--- src/rtl/core/mdhls_pkg.sv ---
// Shared constants, codes and byte classifiers for the heading line scanner.
package mdhls_pkg;

	localparam int unsigned LINE_INDEX_BITS = 16;
	localparam int unsigned LINE_OUT_BITS   = 16;
	localparam int unsigned LEVEL_BITS      = 3;
	localparam int unsigned PHASE_BITS      = 3;
	localparam int unsigned RUN_BITS        = 3;

	typedef logic [LINE_INDEX_BITS-1:0] line_cnt_t;
	typedef logic [PHASE_BITS-1:0]      phase_t;
	typedef logic [RUN_BITS-1:0]        run_t;
	typedef logic [LEVEL_BITS-1:0]      level_t;

	localparam line_cnt_t LINE_CNT_MAX = '1;

	localparam phase_t PH_START = 3'd0;
	localparam phase_t PH_WS    = 3'd1;
	localparam phase_t PH_FENCE = 3'd2;
	localparam phase_t PH_HASH  = 3'd3;
	localparam phase_t PH_DEAD  = 3'd4;

	localparam logic [7:0] CH_NEWLINE  = 8'h0A;
	localparam logic [7:0] CH_HASH     = 8'h23;
	localparam logic [7:0] CH_SPACE    = 8'h20;
	localparam logic [7:0] CH_BACKTICK = 8'h60;
	localparam logic [7:0] CH_TILDE    = 8'h7E;

	localparam run_t WS_RUN_MAX    = 3'd3;
	localparam run_t FENCE_RUN_MIN = 3'd3;
	localparam run_t HASH_RUN_MAX  = 3'd6;

	function automatic logic is_ws(input logic [7:0] b);
		is_ws = b inside {8'h09, 8'h0B, 8'h0C, 8'h0D, CH_SPACE};
	endfunction

	function automatic logic is_marker(input logic [7:0] b);
		is_marker = (b == CH_BACKTICK) || (b == CH_TILDE);
	endfunction

endpackage

--- src/rtl/core/markdown_heading_line_scanner.sv ---
// Heading line scanner: byte-per-cycle heading and code-fence tracker with registered I/O.
//
// Takes one document byte per clock unless text_stall is high, and emits one beat for
// each heading found outside fenced code (line index and level 1..6), plus a final beat
// with document_done set on the end_of_text item. Bytes pass the input register and
// results the result register; the line phase, run length and fence registers update
// on each accepted byte. The line counter saturates at 2**16-1, and state returns to
// reset after each end_of_text item, so documents may follow back to back.
module markdown_heading_line_scanner
	import mdhls_pkg::*;
(
	input  logic                     clk,
	input  logic                     arst_n,
	input  logic                     text_valid,
	output logic                     text_stall,
	input  logic [7:0]               text_byte,
	input  logic                     byte_present,
	input  logic                     end_of_text,
	output logic                     heading_valid,
	input  logic                     heading_stall,
	output logic [LINE_OUT_BITS-1:0] line_number,
	output logic [LEVEL_BITS-1:0]    heading_level,
	output logic                     document_done
);

	// input register
	logic       vld_s1;
	logic [7:0] byte_s1;
	logic       present_s1;
	logic       last_s1;

	// scanner state
	logic      inside_fence_q;
	logic      fence_is_tilde_q;
	phase_t    phase_q;
	run_t      run_q;
	logic      run_is_tilde_q;
	line_cnt_t line_cnt_q;

	// result register
	logic                     vld_s2;
	logic [LINE_OUT_BITS-1:0] line_s2;
	level_t                   level_s2;
	logic                     done_s2;

	logic      inside_fence_d;
	logic      fence_is_tilde_d;
	phase_t    phase_d;
	run_t      run_d;
	logic      run_is_tilde_d;
	line_cnt_t line_cnt_d;
	level_t    level_byte;
	level_t    level_d;
	logic      has_result;
	logic      out_free;
	logic      adv;
	logic      take;

	always_comb begin
		inside_fence_d   = inside_fence_q;
		fence_is_tilde_d = fence_is_tilde_q;
		phase_d          = phase_q;
		run_d            = run_q;
		run_is_tilde_d   = run_is_tilde_q;
		line_cnt_d       = line_cnt_q;
		level_byte       = '0;
		if (present_s1) begin
			if (byte_s1 == CH_NEWLINE) begin
				if (phase_q == PH_HASH)
					level_byte = run_q;
				phase_d = PH_START;
				run_d   = '0;
				if (line_cnt_q != LINE_CNT_MAX)
					line_cnt_d = line_cnt_q + 1'b1;
			end else begin
				case (phase_q)
					PH_START: begin
						if (is_ws(byte_s1)) begin
							phase_d = PH_WS;
							run_d   = 3'd1;
						end else if (is_marker(byte_s1)) begin
							phase_d        = PH_FENCE;
							run_d          = 3'd1;
							run_is_tilde_d = (byte_s1 == CH_TILDE);
						end else if (byte_s1 == CH_HASH && !inside_fence_q) begin
							phase_d = PH_HASH;
							run_d   = 3'd1;
						end else begin
							phase_d = PH_DEAD;
						end
					end
					PH_WS: begin
						if (is_ws(byte_s1)) begin
							if (run_q < WS_RUN_MAX)
								run_d = run_q + 3'd1;
							else
								phase_d = PH_DEAD;
						end else if (is_marker(byte_s1)) begin
							phase_d        = PH_FENCE;
							run_d          = 3'd1;
							run_is_tilde_d = (byte_s1 == CH_TILDE);
						end else begin
							phase_d = PH_DEAD;
						end
					end
					PH_FENCE: begin
						if (is_marker(byte_s1) && ((byte_s1 == CH_TILDE) == run_is_tilde_q)) begin
							run_d = run_q + 3'd1;
							if (run_d >= FENCE_RUN_MIN) begin
								if (!inside_fence_q) begin
									inside_fence_d   = 1'b1;
									fence_is_tilde_d = run_is_tilde_q;
								end else if (fence_is_tilde_q == run_is_tilde_q) begin
									inside_fence_d = 1'b0;
								end
								phase_d = PH_DEAD;
							end
						end else begin
							phase_d = PH_DEAD;
						end
					end
					PH_HASH: begin
						if (byte_s1 == CH_HASH) begin
							if (run_q < HASH_RUN_MAX)
								run_d = run_q + 3'd1;
							else
								phase_d = PH_DEAD;
						end else if (byte_s1 == CH_SPACE) begin
							level_byte = run_q;
							phase_d    = PH_DEAD;
						end else begin
							phase_d = PH_DEAD;
						end
					end
					default: begin
						phase_d = PH_DEAD;
					end
				endcase
			end
		end
		level_d = level_byte;
		if (level_byte == '0 && last_s1 && phase_d == PH_HASH)
			level_d = run_d;
		has_result = (level_d != '0) || last_s1;
	end

	assign out_free   = !vld_s2 || !heading_stall;
	assign adv        = vld_s1 && (!has_result || out_free);
	assign text_stall = vld_s1 && !adv;
	assign take       = text_valid && !text_stall;

	always_ff @(posedge clk or negedge arst_n) begin
		if (!arst_n) begin
			vld_s1 <= 1'b0;
		end else if (take) begin
			vld_s1 <= 1'b1;
		end else if (adv) begin
			vld_s1 <= 1'b0;
		end
	end

	always_ff @(posedge clk) begin
		if (take) begin
			byte_s1    <= text_byte;
			present_s1 <= byte_present;
			last_s1    <= end_of_text;
		end
	end

	always_ff @(posedge clk or negedge arst_n) begin
		if (!arst_n) begin
			inside_fence_q   <= 1'b0;
			fence_is_tilde_q <= 1'b0;
			phase_q          <= PH_START;
			run_q            <= '0;
			run_is_tilde_q   <= 1'b0;
			line_cnt_q       <= '0;
		end else if (adv) begin
			if (last_s1) begin
				inside_fence_q   <= 1'b0;
				fence_is_tilde_q <= 1'b0;
				phase_q          <= PH_START;
				run_q            <= '0;
				run_is_tilde_q   <= 1'b0;
				line_cnt_q       <= '0;
			end else begin
				inside_fence_q   <= inside_fence_d;
				fence_is_tilde_q <= fence_is_tilde_d;
				phase_q          <= phase_d;
				run_q            <= run_d;
				run_is_tilde_q   <= run_is_tilde_d;
				line_cnt_q       <= line_cnt_d;
			end
		end
	end

	always_ff @(posedge clk or negedge arst_n) begin
		if (!arst_n) begin
			vld_s2 <= 1'b0;
		end else if (adv && has_result) begin
			vld_s2 <= 1'b1;
		end else if (!heading_stall) begin
			vld_s2 <= 1'b0;
		end
	end

	always_ff @(posedge clk) begin
		if (adv && has_result) begin
			line_s2  <= (level_d != '0) ? LINE_OUT_BITS'(line_cnt_q) : '0;
			level_s2 <= level_d;
			done_s2  <= last_s1;
		end
	end

	assign heading_valid = vld_s2;
	assign line_number   = line_s2;
	assign heading_level = level_s2;
	assign document_done = done_s2;

`ifndef SYNTHESIS
	a_level_range: assert property (@(posedge clk) disable iff (!arst_n)
		heading_valid && !document_done |-> heading_level != '0 && heading_level <= 3'd6)
		else $error("heading beat with level out of range");

	a_stall_needs_item: assert property (@(posedge clk) disable iff (!arst_n)
		text_stall |-> vld_s1 && vld_s2 && heading_stall)
		else $error("input stalled with no blocked result");

	a_doc_reset: assert property (@(posedge clk) disable iff (!arst_n)
		adv && last_s1 |=> line_cnt_q == '0 && !inside_fence_q && phase_q == PH_START)
		else $error("state not cleared after end of text");

	a_done_result: assert property (@(posedge clk) disable iff (!arst_n)
		adv && last_s1 |=> heading_valid && document_done)
		else $error("end of text gave no final beat");
`endif

endmodule
--- config.mk ---
export PLATFORM = sky130hd
export DESIGN_NAME = markdown_heading_line_scanner
export DESIGN_NICKNAME = d
export VERILOG_FILES = /design/src/rtl/core/mdhls_pkg.sv /design/src/rtl/core/markdown_heading_line_scanner.sv
export SDC_FILE = /design/constraint.sdc
export NUM_CORES = 1
export LEC_CHECK = 0
export BUFFER_PORTS_ARGS = -buffer_cell sky130_fd_sc_hd__buf_4
export CAP_MARGIN = 20
export CORE_MARGIN = 5
export CORE_UTILIZATION = 35
export CTS_CLUSTER_DIAMETER = 50
export DETAILED_ROUTE_END_ITERATION = 10
export PLACE_DENSITY = 0.54
export SLEW_MARGIN = 30
export SYNTH_ARGS = -nofsm -noshare
export SYNTH_HDL_FRONTEND = slang
export SYNTH_SLANG_ARGS = --single-unit
--- constraint.sdc ---
create_clock -name clk -period 4.3 [get_ports clk]
set_input_delay 0.645 -clock clk [delete_from_list [all_inputs] [get_ports clk]]
set_output_delay 0.645 -clock clk [all_outputs]
set_load 0.01 [all_outputs]
Yosys cells after proc, flatten, opt, wreduce, memory -nomap -nowiden. Index checks and enable logic that the tools add are counted.

$add $sub $neg: 2. $mul: 0. Divide/modulo/power cells: 0. $lt $le $gt $ge: 3. Equality and inequality tests: 20. Shift operators: 0. Mux-type cells: 63. Bitwise logic cells: 0. Reductions and logical operators: 36.

Operators by type and width (count): two-way mux 3 bit (32); two-way mux 16 bit (4); == test 8 x 4 -> 1 bit (second input constant) (5); two-way mux 1 bit (25); case mux 3 bit (4 select lines) (2); nonzero test 2 bit (9); adder 16 x 1 -> 16 bit (second input constant) (1); == test 8 x 6 -> 1 bit (second input constant) (2); == test 8 x 7 -> 1 bit (second input constant) (2); != test 16 bit (second input constant) (1); AND reduction 6 bit (2); == test 3 x 2 -> 1 bit (second input constant) (3); logical AND 1 bit (8); AND reduction 7 bit (1); zero test 1 bit (6); zero test 3 bit (2); != test 2 bit (second input constant) (3); nonzero test 5 bit (1); logical OR 1 bit (4); AND reduction 4 bit (1); adder 3 x 1 -> 3 bit (second input constant) (1); == test 3 x 1 -> 1 bit (second input constant) (1); greater-or-equal comparator 3 x 2 -> 1 bit (second input constant) (1); < comparator 3 x 2 -> 1 bit (second input constant) (1); other kinds (5) (6).

Register bits: 57. Bits in latches: 0. Memory bits (writable): 0. Bits in read-only memories: 0. Input port bits: 14. Output and inout port bits: 22. Logic and storage cells: 138. Memories kept: 0.

Depth between registers and ports, before layout. Gate-level depths: netlist of run 1.

Depth after elaboration: 21. Mapped depth: 12. Depth with buffers taken out: 10.

Least setup slack after synthesis of run 1. No wires, ideal clock.

Kind: reg2reg. Start point: register byte_s1[3]. End point: register done_s2, in the netlist document_done (enable). Library setup time: 404 ps. Data arrival time: 2895 ps. Path slack: 1001 ps. Stages on the path, launching flop included: 6. Buffers on the path: 0. Cell sequence: edfxtp_1 -> or3_1 -> or4_4 -> a2111oi_4 -> o21ai_0 -> a21oi_1.

Cells in the longest elaborated chain, start to end: 17.

Ends and longest elaborated chain: start: declaration (line markdown_heading_line_scanner.sv:28) `logic [7:0] byte_s1;`; start signal: assignment (line markdown_heading_line_scanner.sv:164) `byte_s1 <= text_byte;`; == test 8 x 6 -> 1 bit (line markdown_heading_line_scanner.sv:85, markdown_heading_line_scanner.sv:123); logical AND 1 bit (line markdown_heading_line_scanner.sv:85) `end else if (byte_s1 == CH_HASH && !inside_fence_q) begin`; two-way mux 3 bit (line markdown_heading_line_scanner.sv:85); two-way mux 3 bit (line markdown_heading_line_scanner.sv:81) `end else if (is_marker(byte_s1)) begin`; two-way mux 3 bit (line markdown_heading_line_scanner.sv:78) `if (is_ws(byte_s1)) begin`; case mux 3 bit (4 select lines) (line markdown_heading_line_scanner.sv:76) `case (phase_q)`; two-way mux 3 bit (line markdown_heading_line_scanner.sv:68) `if (byte_s1 == CH_NEWLINE) begin`; two-way mux 3 bit (line markdown_heading_line_scanner.sv:67) `if (present_s1) begin`; == test 3 x 2 -> 1 bit (line markdown_heading_line_scanner.sv:142) `if (level_byte == '0 && last_s1 && phase_d == PH_HASH)`; logical AND 1 bit (line markdown_heading_line_scanner.sv:142); two-way mux 3 bit * (line markdown_heading_line_scanner.sv:142); nonzero test 3 bit * (line markdown_heading_line_scanner.sv:144) `has_result = (level_d != '0) || last_s1;`; logical OR 1 bit * (line markdown_heading_line_scanner.sv:144); zero test 1 bit (line markdown_heading_line_scanner.sv:148) `assign adv = vld_s1 && (!has_result || out_free);`; logical OR 1 bit (line markdown_heading_line_scanner.sv:148); logical AND 1 bit (line markdown_heading_line_scanner.sv:148); logical AND 1 bit * (line markdown_heading_line_scanner.sv:208) `if (adv && has_result) begin`; end signal: assignment (line markdown_heading_line_scanner.sv:211) `done_s2 <= last_s1;`; end: declaration (line markdown_heading_line_scanner.sv:44) `logic done_s2;`.

Every way passes the cells marked *; elsewhere a longest branch is shown, timed or not. A chain may end at the register's enable or synchronous reset.

Final worst setup path of run 1.
Start point: register byte_s1[7]. End point: register line_s2[15], in the netlist line_number[15], data pin.

Cells in the longest elaborated chain, start to end: 12.

Ends and longest elaborated chain: == test 8 x 6 -> 1 bit (line markdown_heading_line_scanner.sv:85, markdown_heading_line_scanner.sv:123); logical AND 1 bit (line markdown_heading_line_scanner.sv:85); two-way mux 3 bit (line markdown_heading_line_scanner.sv:85); two-way mux 3 bit (line markdown_heading_line_scanner.sv:81); two-way mux 3 bit (line markdown_heading_line_scanner.sv:78); case mux 3 bit (4 select lines) (line markdown_heading_line_scanner.sv:76); two-way mux 3 bit (line markdown_heading_line_scanner.sv:68); two-way mux 3 bit (line markdown_heading_line_scanner.sv:67); == test 3 x 2 -> 1 bit (line markdown_heading_line_scanner.sv:142); logical AND 1 bit (line markdown_heading_line_scanner.sv:142); two-way mux 3 bit * (line markdown_heading_line_scanner.sv:142); nonzero test 3 bit * (line markdown_heading_line_scanner.sv:209) `line_s2 <= (level_d != '0) ? LINE_OUT_BITS'(line_cnt_q) : '0;`; end signal: assignment (line markdown_heading_line_scanner.sv:209); end: declaration (line markdown_heading_line_scanner.sv:42) `logic [LINE_OUT_BITS-1:0] line_s2;`.

Marks and branches as above.

==> impl_metrics.yaml, run 1 <==
layout:
  layout_commonest_cell: "nand2_1"
  area_growth_pct: 15.7
  drive_gt1_frac: 0.186
  fin_nets: 409
  n_antenna_cell: 0
  final_cell_area_um2: 4050
  final_cell_mix: "nand2_1, buf_4, edfxtp_1, dfrtp_1, nor2_1"
  nFillCells: 971
cts:
  cts_hold_buf: 0
  clock_latency_ns: 0.34
  clk_path_buf_depth: 2
  cts_buffers: 9
  root_buffer: "clkbuf_8"
  cts_tree: "built"
  cts.sinks: 57
  cts_max_level: 3
  cts_setup_buffers: 0
  cts_resized: 0
  clkTransAtPathRegs_ns: 0.08
global_route:
  grt_pass1_vias: 2772
  grt.overflow.total: 0
  grt_antenna_before_repair: 0
  grt_first_pass_wirelength_um: 14300
  track_usage: 0.153
  grt_max_degree: 35
hold_path:
  hold_path.class: "input port to async pin"
drt:
  wirelength_um: 8640
  post_drt_wl_per_cell_um: 16.3
  ant_nets: 0
  via_count: 2932
  dr.pass1.iters: 6
  initialDrtViolationCount: 208
  vias_per_cell: 5.53
  drc: 0
setup_path:
  crit_path_top_delay_cell: "or4_1"
  crit_path_max_incr_delay_ns: 0.73
  path_max_fanout: 16
  cp-start-kind: "register"
  cp-end-kind: "register"
  cp.required_ns: 4.34
  critical_path_class: "register to register"
  crit_chain: "or4_1 > a211o_1 > o22ai_1 > nand2b_1 > a21oi_1 > o211a_4 > mux2i_2 > a21boi_0"
  cp.arrival_ns: 3.65
timing:
  rsz0062_at_grt: "false"
  period_needed_ns: 3.61
  setup_viol: 0
  fin_skew_ns: 0.0118
  fin_tns_setup_ns: 0
  slew_headroom: 0.430
  hold_viol: 0
  tightestPinTransition_ns: 0.838
  fmaxAchievable_mhz: 277
  final_max_slew_viol_count: 0
  period_share: 0.839
  layout_setup_ws_ns: 0.692
power_and_ir_drop:
  finalPower_mw: 1.31
  p_per_area_nw_per_um2: 325
  vdd_drop_max_mv: 0.170
  leakagePower_nw: 1.43
die:
  coreArea_um2: 9770
  start_util: 0.358
  num_io_pins: 36
  fp.dieW_um: 110
  die_y_um: 110
  fp-row-count: 36
  die-area_um2: 12100
synth:
  synthFlopType: "edfxtp_1"
  yosys.area.top_type: "edfxtp_1"
  netlist_instances: 363
  synth-edff-count: 30
  yosysUniqueCellTypes: 75
  yosysWarnings: 0
  synth_top_area_share: 0.258
  async_flop_share: 0.474
  syn_area_um2: 3500
  ys_ff_latch: 57
  syn-mean-instance-area_um2: 9.63
  ys_seq_area_frac: 0.451
  synthesis.nets: 380
  synth_area_leaders: "edfxtp_1, dfrtp_1, nand2_1, a21oi_1, o21ai_0"
place:
  dp.final_hpwl_um: 6010
  io_buffers: 35
  place_congestion: 0.917
  dpl_cell_area_um2: 3870
  pre_cts_ws_ns: 0.677
run_status:
  status: "finished, final reports clean"
run:
  drv_cap: 0
## final cells by class
cell class                      count  area (um2)  share of cell area
Sequential cell                    57        1580               0.390
Clock buffer                        9         124              0.0306
Tap cell                          133         166              0.0411
Multi-Input combinational cell    271        1760               0.436
Timing Repair Buffer               39         318              0.0786
Clock inverter                      7        46.3              0.0114
Inverter                           14        52.6              0.0130
## critical path: cells and delay by family (launching register included)
family / cells / cell delay (ns)
AND/OR/NAND/NOR: 2 / 0.88
flip-flops: 1 / 0.49
multiplexers: 1 / 0.73
AO/OA/AOI/OAI: 5 / 1.21
## state kept, by name, indices dropped and copies added, names as in the netlist
signal and count:
heading_valid 1, present_s1 1, fence_is_tilde_q 1, line_cnt_q 16, document_done 1, last_s1 1, inside_fence_q 1, line_number 16
heading_level 3, run_is_tilde_q 1, byte_s1 8, vld_s1 1, phase_q 3, run_q 3
## routing by layer
metal / wire [um] / global-route usage / share of wire
met1: 4230 / 0.226 / 0.49
met2: 3860 / 0.226 / 0.45
met3: 430 / 0.0276 / 0.050
met4: 113 / 0.0490 / 0.013
met5: 0 / 0 / 0
## cell families (layout without fill, tap and decap cells)
kind of cell               count (synthesis)  in the layout  synth area share
AOI/OAI and AO/OA                        117            117             0.247
xor gates and xnor gates                   2              2           0.00501
adders and majority gates                  3              3            0.0107
buffers and inverters                     35             69            0.0462
DFF                                       57             57             0.451
muxes                                      4              4            0.0161
and+or+nand+nor                          145            145             0.224
## final timing paths
path | from | end | slack, ns | cells after the start
max in group asynchronous | arst_n | inside_fence_q | 3.79 | 1
min in group clk | text_byte[5] | byte_s1[5] | 0.48 | 1
hold / removal | arst_n | line_cnt_q[7] | 0.21 | 1
hold reg to reg | line_cnt_q[9] | line_cnt_q[9] | 0.52 | 2
setup / recovery | byte_s1[7] | line_number[15] | 0.69 | 8
setup reg to reg | byte_s1[7] | line_number[15] | 0.69 | 8
## report_power, final
part / total [mW] / leakage (nW) / internal, mW / switching [mW]
Clock: 0.446 / 0.0830 / 0.207 / 0.238
Combinational: 0.196 / 0.703 / 0.0888 / 0.107
Sequential: 0.672 / 0.649 / 0.617 / 0.0548
Total: 1.31 / 1.43 / 0.913 / 0.400
## synthesized netlist by cell type, types with 3 or more instances
cell and instances:
a21boi_0 12, a21o_1 5, a21oi_1 22, a31oi_1 8
and2_1 5, buf_2 3, buf_4 5, clkbuf_1 12
dfrtp_1 27, edfxtp_1 30, ha_1 3, inv_1 14
nand2_1 40, nand2b_1 6, nand3_1 11, nand4_1 6
nor2_1 26, nor2b_1 5, nor3_1 8, nor4_1 7
o211ai_1 7, o21ai_0 21, o31ai_1 7, or2_2 3
or3_1 3, or4_1 5
## stage by stage
stage,hold WS (ns),instances,utilization
after detailed placement,0.502,514,0.396
after floorplan,0.349,363,-
final,0.213,530,0.414
after global placement,0.494,514,0.396
after CTS,0.234,530,0.414
after global routing,0.244,530,0.414
Power figures use the tool's default switching activity.
==> inputs of run 2 (changes only) <==
--- a/config.mk
+++ b/config.mk
@@ -11,7 +11,7 @@
 export CORE_UTILIZATION = 35
 export CTS_CLUSTER_DIAMETER = 50
 export DETAILED_ROUTE_END_ITERATION = 10
-export PLACE_DENSITY = 0.54
+export PLACE_DENSITY = 0.56
 export SLEW_MARGIN = 30
 export SYNTH_ARGS = -nofsm -noshare
 export SYNTH_HDL_FRONTEND = slang
==> constraint.sdc (replaced) <==
create_clock -name clk -period 3.1 [get_ports clk]
set_input_delay 0.465 -clock clk [delete_from_list [all_inputs] [get_ports clk]]
set_output_delay 0.465 -clock clk [all_outputs]
set_load 0.01 [all_outputs]
==> run 2 against run 1 <==
Against the previous run:
- routed wire length grew 4.4%
- worst setup slack lost 0.60 ns
- core utilization grew 3.7 points
- first-iteration DRC count shrank 2.9%
- clock power grew 36%
- die area is the same
- clock-buffer cell count is the same
- sequential share of layout area shrank 3.2 points
- non-clock buffer count grew 36
- sequential power grew 37%
- final cell count grew 6.8%
- via count grew 4.5%
- critical endpoint is now line_number[5]
- largest cell class unchanged
- largest power group unchanged
==> impl_metrics.yaml, run 2 (same netlist as run 1, synthesis figures left out) <==
timing:
  period_needed_ns: 3.01
  fmaxAchievable_mhz: 333
  period_share: 0.970
  slew_headroom: 0.598
  setup_viol: 0
  fin_tns_setup_ns: 0
  final_max_slew_viol_count: 0
  fin_skew_ns: 0.00796
  hold_viol: 0
  tightestPinTransition_ns: 0.600
setup_path:
  r2r_slack_ns: 0.09
  cp-start-kind: "register"
  path_max_fanout: 8
  startpoint: "byte_s1[2]"
  r2r_start: "byte_s1[2]"
  r2r_cells: 9
  cp-end-kind: "register"
  cp.arrival_ns: 3.09
  critical_path_class: "register to register"
  reg2reg_to: "line_number[5]"
  cp.required_ns: 3.18
power_and_ir_drop:
  leakagePower_nw: 1.64
  p_per_area_nw_per_um2: 416
  vdd_drop_max_mv: 0.284
cts:
  clk_path_buf_depth: 2
  cts_buffers: 9
  cts.sinks: 57
  root_buffer: "clkbuf_8"
  cts_tree: "built"
  cts_max_level: 3
  clock_latency_ns: 0.33
  clkTransAtPathRegs_ns: 0.07
drt:
  via_count: 3064
  m1WireLength_um: 4340
  drc: 0
  post_drt_wl_per_cell_um: 15.9
  initialDrtViolationCount: 202
  top_layer_used: "met4"
  vias_per_cell: 5.41
  wirelength_um: 9020
  wl_met3_um: 415
  met2WireLength_um: 4140
  dr.pass1.iters: 5
  ant_nets: 0
run:
  drv_cap: 0
layout:
  area_growth_pct: 26.1
  fin_nets: 445
  layout_commonest_cell: "buf_4"
  final_util: 0.451
  nFillCells: 948
  drive_gt1_frac: 0.284
  final_cell_mix: "buf_4, nand2_1, edfxtp_1, dfrtp_1, nor2_1"
  n_antenna_cell: 0
run_status:
  status: "finished, final reports clean"
global_route:
  grt.overflow.total: 0
  grt_first_pass_wirelength_um: 14600
  grt_antenna_before_repair: 0
  grt_max_degree: 47
  track_usage: 0.155
  grt_pass1_vias: 2937
die:
  coreArea_um2: 9770
  die_y_um: 110
  start_util: 0.358
  fp-row-count: 36
  die-area_um2: 12100
  num_io_pins: 36
  fp.dieW_um: 110
place:
  dp.final_hpwl_um: 6330
  place_congestion: 0.905
  io_buffers: 35
hold_path:
  hold_path.class: "input port to async pin"
[run 2: worst max-delay path by stage]
stage | to | slack, ns | cells past startpoint
finish | line_number[5] | 0.09 | 9
global route | line_number[0] | -0.02 | 10
CTS | text_stall | 0.01 | 6
detailed placement | line_number[8] | 0.08 | 9
global placement | line_number[12] | 0.13 | 9
floorplan | line_number[0] | 0.15 | 12
[run 2: repair_timing]
| action | CTS | global route |
|---|---|---|
| setup buffers | 3 | 4 |
| cloned | 0 | 1 |
| resized for setup | 1 | 15 |
| pin swaps | 0 | 7 |
| hold buffers | 0 | 0 |
| setup endpoints to repair | 1 | 17 |
[run 2: area by class of cell]
class | instances | area, um2 | share of cell area
multi-input cells | 271 | 1820 | 0.413
inverters | 14 | 52.6 | 0.0119
clock buffers | 9 | 124 | 0.0281
clock inverters | 7 | 46.3 | 0.0105
flip-flops and latches | 57 | 1580 | 0.358
repair buffers | 75 | 622 | 0.141
well taps | 133 | 166 | 0.0378
[run 2: through the flow]
step | power [mW] | worst slack, ns | hold WS (ns) | instances | area (um2)
detailed placement | 1.23 | 0.0833 | 0.415 | 542 | 4100
global route | 1.93 | -0.0230 | 0.0534 | 566 | 4410
CTS | 1.84 | 0.0115 | 0.0487 | 561 | 4290
global placement | 1.22 | 0.133 | 0.419 | 542 | 4100
floorplan | 1.11 | 0.152 | 0.169 | 363 | 3500
finish | 1.84 | 0.0937 | 0.0449 | 566 | 4410
[run 2: critical path, stage by stage, from the launching register on]
cell	delay (ns)
edfxtp_1	0.40
or3_1	0.39
or4_4	0.51
a2111oi_4	0.38
nor2_1	0.08
o31a_1	0.13
o211a_4	0.18
a221oi_4	0.38
clkbuf_16	0.22
a21boi_0	0.08
[run 2: power breakdown]
part | internal (mW) | switching (mW) | leakage, nW
logic | 0.140 | 0.166 | 0.909
clock network | 0.288 | 0.319 | 0.0830
registers | 0.855 | 0.0675 | 0.648
total | 1.28 | 0.552 | 1.64
[run 2: metal layers]
metal,track usage,up-vias
li1,-,1510
met1,0.221,1462
met2,0.231,79
met3,0.0317,13
met4,0.0597,0
met5,0,-
==> inputs of run 3 (changes only) <==
--- a/config.mk
+++ b/config.mk
@@ -5,6 +5,7 @@
 export SDC_FILE = /design/constraint.sdc
 export NUM_CORES = 1
 export LEC_CHECK = 0
+export ABC_AREA = 1
 export BUFFER_PORTS_ARGS = -buffer_cell sky130_fd_sc_hd__buf_4
 export CAP_MARGIN = 20
 export CORE_MARGIN = 5
@@ -12,6 +13,7 @@
 export CTS_CLUSTER_DIAMETER = 50
 export DETAILED_ROUTE_END_ITERATION = 10
 export PLACE_DENSITY = 0.56
+export SKIP_CTS_REPAIR_TIMING = 1
 export SLEW_MARGIN = 30
 export SYNTH_ARGS = -nofsm -noshare
 export SYNTH_HDL_FRONTEND = slang
==> run 3 against run 2 <==
Against the previous run:
- cell area is 5.7% lower
- clock skew is essentially flat
- sequential power is 4.7% lower
- final cell count up 13%
- flip-flop and latch count unchanged
- critical path type is now register to output port
- largest power group unchanged
==> impl_metrics.yaml, run 3 <==
run_status:
  status: "finished, final reports clean"
setup_path:
  crit_chain: "ha_2 > xor2_1 > nor3_2 > nand2_2 > o21ai_2 > nand2_1 > nand2_2 > inv_2 > nor2_4 > nand2_2 > nand2_2 > nand2_2 > nor2_4 > nand3_4 > nand2_4 > nor2_1 > buf_4"
  worst_path_most_repeated_cell: "nand2_2"
  critPathBufInv: 2
  cp.required_ns: 2.63
  cp-start-kind: "register"
  crit_path_max_incr_delay_ns: 0.46
  critical_path_class: "register to output port"
  cp.arrival_ns: 2.60
  cp-end-kind: "output port"
  path_max_fanout: 6
  critPathTopFamily: "simple AND/OR/NAND/NOR gates"
  crit_path_top_delay_cell: "dfrtp_2"
  r2r_cells: 19
  cp.depth: 17
drt:
  wirelength_um: 8560
  via_count: 3095
  ant_nets: 0
  vias_per_cell: 4.85
  initialDrtViolationCount: 136
  post_drt_wl_per_cell_um: 13.4
  dr.pass1.iters: 4
  drc: 0
synth:
  syn_area_um2: 3450
  yosysWarnings: 0
  synthFlopType: "edfxtp_1"
  syn-mean-instance-area_um2: 7.67
  synth_top_area_share: 0.261
  ys_seq_area_frac: 0.457
  yosysUniqueCellTypes: 36
  ys_ff_latch: 57
  synth_mux_area_frac: 0
  synthesis.nets: 467
  synth_compound_area_frac: 0.0660
  synth_area_leaders: "edfxtp_1, dfrtp_1, nand2_1, nor2_1, inv_1"
  yosys.area_share.simple: 0.371
  synth-edff-count: 30
  netlist_instances: 450
  synth_xor_xnor_area_share: 0.00761
  yosysMostFrequentCell: "nand2_1"
  synth_top_family_by_area: "simple AND/OR/NAND/NOR gates"
  async_flop_share: 0.474
  yosys.area.top_type: "edfxtp_1"
  synth_fa_ha_area_frac: 0.0109
  synth_common_cells: "nand2_1, nor2_1, inv_1, edfxtp_1, dfrtp_1"
cts:
  cts_tree: "built"
  clock_latency_ns: 0.34
  root_buffer: "clkbuf_8"
  clk_path_buf_depth: 2
  cts_buffers: 9
  cts.sinks: 57
  cts_max_level: 3
  clkTransAtPathRegs_ns: 0.07
place:
  place_congestion: 0.940
  dp.final_hpwl_um: 6140
  io_buffers: 35
  dpl_cell_area_um2: 3880
global_route:
  grt_antenna_before_repair: 0
  grt_max_degree: 32
  grt.overflow.total: 0
  grt_pass1_vias: 2948
  grt_first_pass_wirelength_um: 13900
  track_usage: 0.149
timing:
  hold_viol: 0
  slew_headroom: 0.686
  rsz0062_at_grt: "true"
  fin_tns_setup_ns: 0
  period_share: 0.988
  fin_skew_ns: 0.00757
  setup_viol: 0
  period_needed_ns: 3.06
  tightestPinTransition_ns: 0.470
  fmaxAchievable_mhz: 326
  final_max_slew_viol_count: 0
power_and_ir_drop:
  p_comb_frac: 0.158
  clockPowerShare: 0.345
  p_int_mw: 1.23
  leakagePower_nw: 1.93
  vdd_drop_max_mv: 0.186
  finalPower_mw: 1.77
  seqPwrFrac: 0.498
  p_per_area_nw_per_um2: 426
  netSwitchingFraction: 0.305
  switching_power_mw: 0.539
layout:
  final_cell_area_um2: 4160
  drive_gt1_frac: 0.234
  fin_nets: 517
  layout_commonest_cell: "nand2_1"
  nFillCells: 1036
  area_growth_pct: 20.4
  final_cell_mix: "nand2_1, nor2_1, buf_4, inv_1, edfxtp_1"
  n_antenna_cell: 0
die:
  start_util: 0.356
  die-area_um2: 11900
  die_y_um: 109
  num_io_pins: 36
  coreArea_um2: 9680
  fp.dieW_um: 109
  fp-row-count: 36
hold_path:
  hold_path.class: "input port to async pin"
run:
  drv_cap: 0
## run 3: changes by cell type in the layout (fill, tap and decap cells not counted), moves of 7 or more
cell,previous run,this run
nand3_1,11,24
a21boi_0,12,0
a31oi_1,8,1
inv_2,0,8
nand2_2,0,14
inv_1,14,48
nor2_1,25,55
buf_4,70,49
a21oi_1,20,11
nand4_1,6,24
nand2_1,40,133
## run 3: path summary, 6_finish.rpt
kind	start	endpoint	slack, ns
setup / recovery	run_q[1]	text_stall	0.04
hold / removal	arst_n	phase_q[2]	0.04
setup reg to reg	run_q[1]	line_number[15]	0.18
hold reg to reg	line_cnt_q[4]	line_cnt_q[4]	0.49
max in group asynchronous	arst_n	run_q[1]	2.75
min in group clk	text_byte[3]	byte_s1[3]	0.30
## run 3: final cells by class
type                    count  area [um2]  area share
clock buffers               9         124      0.0298
clock inverters             7        46.3      0.0111
inverters                  59         224      0.0539
multi-input cells         322        1620       0.389
flip-flops and latches     57        1580       0.380
well taps                 133         166      0.0400
repair buffers             51         399      0.0960
## run 3: per-layer routing
| layer | wire length [um] | global-route usage | share of wire | vias up |
|---|---|---|---|---|
| li1 | - | - | - | 1560 |
| met1 | 3740 | 0.180 | 0.44 | 1428 |
| met2 | 4220 | 0.258 | 0.49 | 84 |
| met3 | 374 | 0.0317 | 0.044 | 23 |
| met4 | 224 | 0.0597 | 0.026 | 0 |
| met5 | 0 | 0 | 0 | - |
## run 3: metrics by stage
stage / setup slack, ns / utilization / hold slack, ns / cells
floorplan: 0.229 / - / 0.169 / 450
global placement: 0.173 / 0.401 / 0.413 / 615
detailed placement: 0.115 / 0.401 / 0.421 / 615
CTS: -0.158 / 0.418 / 0.0496 / 631
global route: -0.129 / 0.429 / 0.0631 / 638
finish: 0.0359 / 0.429 / 0.0419 / 638
## run 3: cells by family (layout without fill, tap and decap cells)
logic type | after synthesis | in the layout
AOI/OAI and AO/OA | 40 | 40
xor gates and xnor gates | 3 | 3
adders and majority gates | 3 | 3
buffers and inverters | 71 | 126
DFF | 57 | 57
and+or+nand+nor | 276 | 276
## run 3: power groups by stage
| stage | Sequential, mW | Clock, mW | Combinational (mW) |
|---|---|---|---|
| floorplan | 0.889 | 0 | 0.176 |
| global placement | 0.893 | 0 | 0.270 |
| detailed placement | 0.893 | 0 | 0.272 |
| CTS | 0.878 | 0.628 | 0.272 |
| global route | 0.884 | 0.659 | 0.314 |
| finish | 0.880 | 0.610 | 0.279 |
## run 3: worst reg2reg max path: stages (launching register included)
cell and delay (ns):
dfrtp_2 0.46, ha_2 0.21, xor2_1 0.19, nor3_2 0.19, nand2_2 0.09, o21ai_2 0.10, nand2_1 0.07, nand2_2 0.07
inv_2 0.05, nor2_4 0.13, nand2_2 0.09, nand2_2 0.06, nand2_2 0.07, nor2_4 0.11, nand3_4 0.10, buf_4 0.16
a21oi_4 0.13, nand2_2 0.09, inv_4 0.11, buf_12 0.15
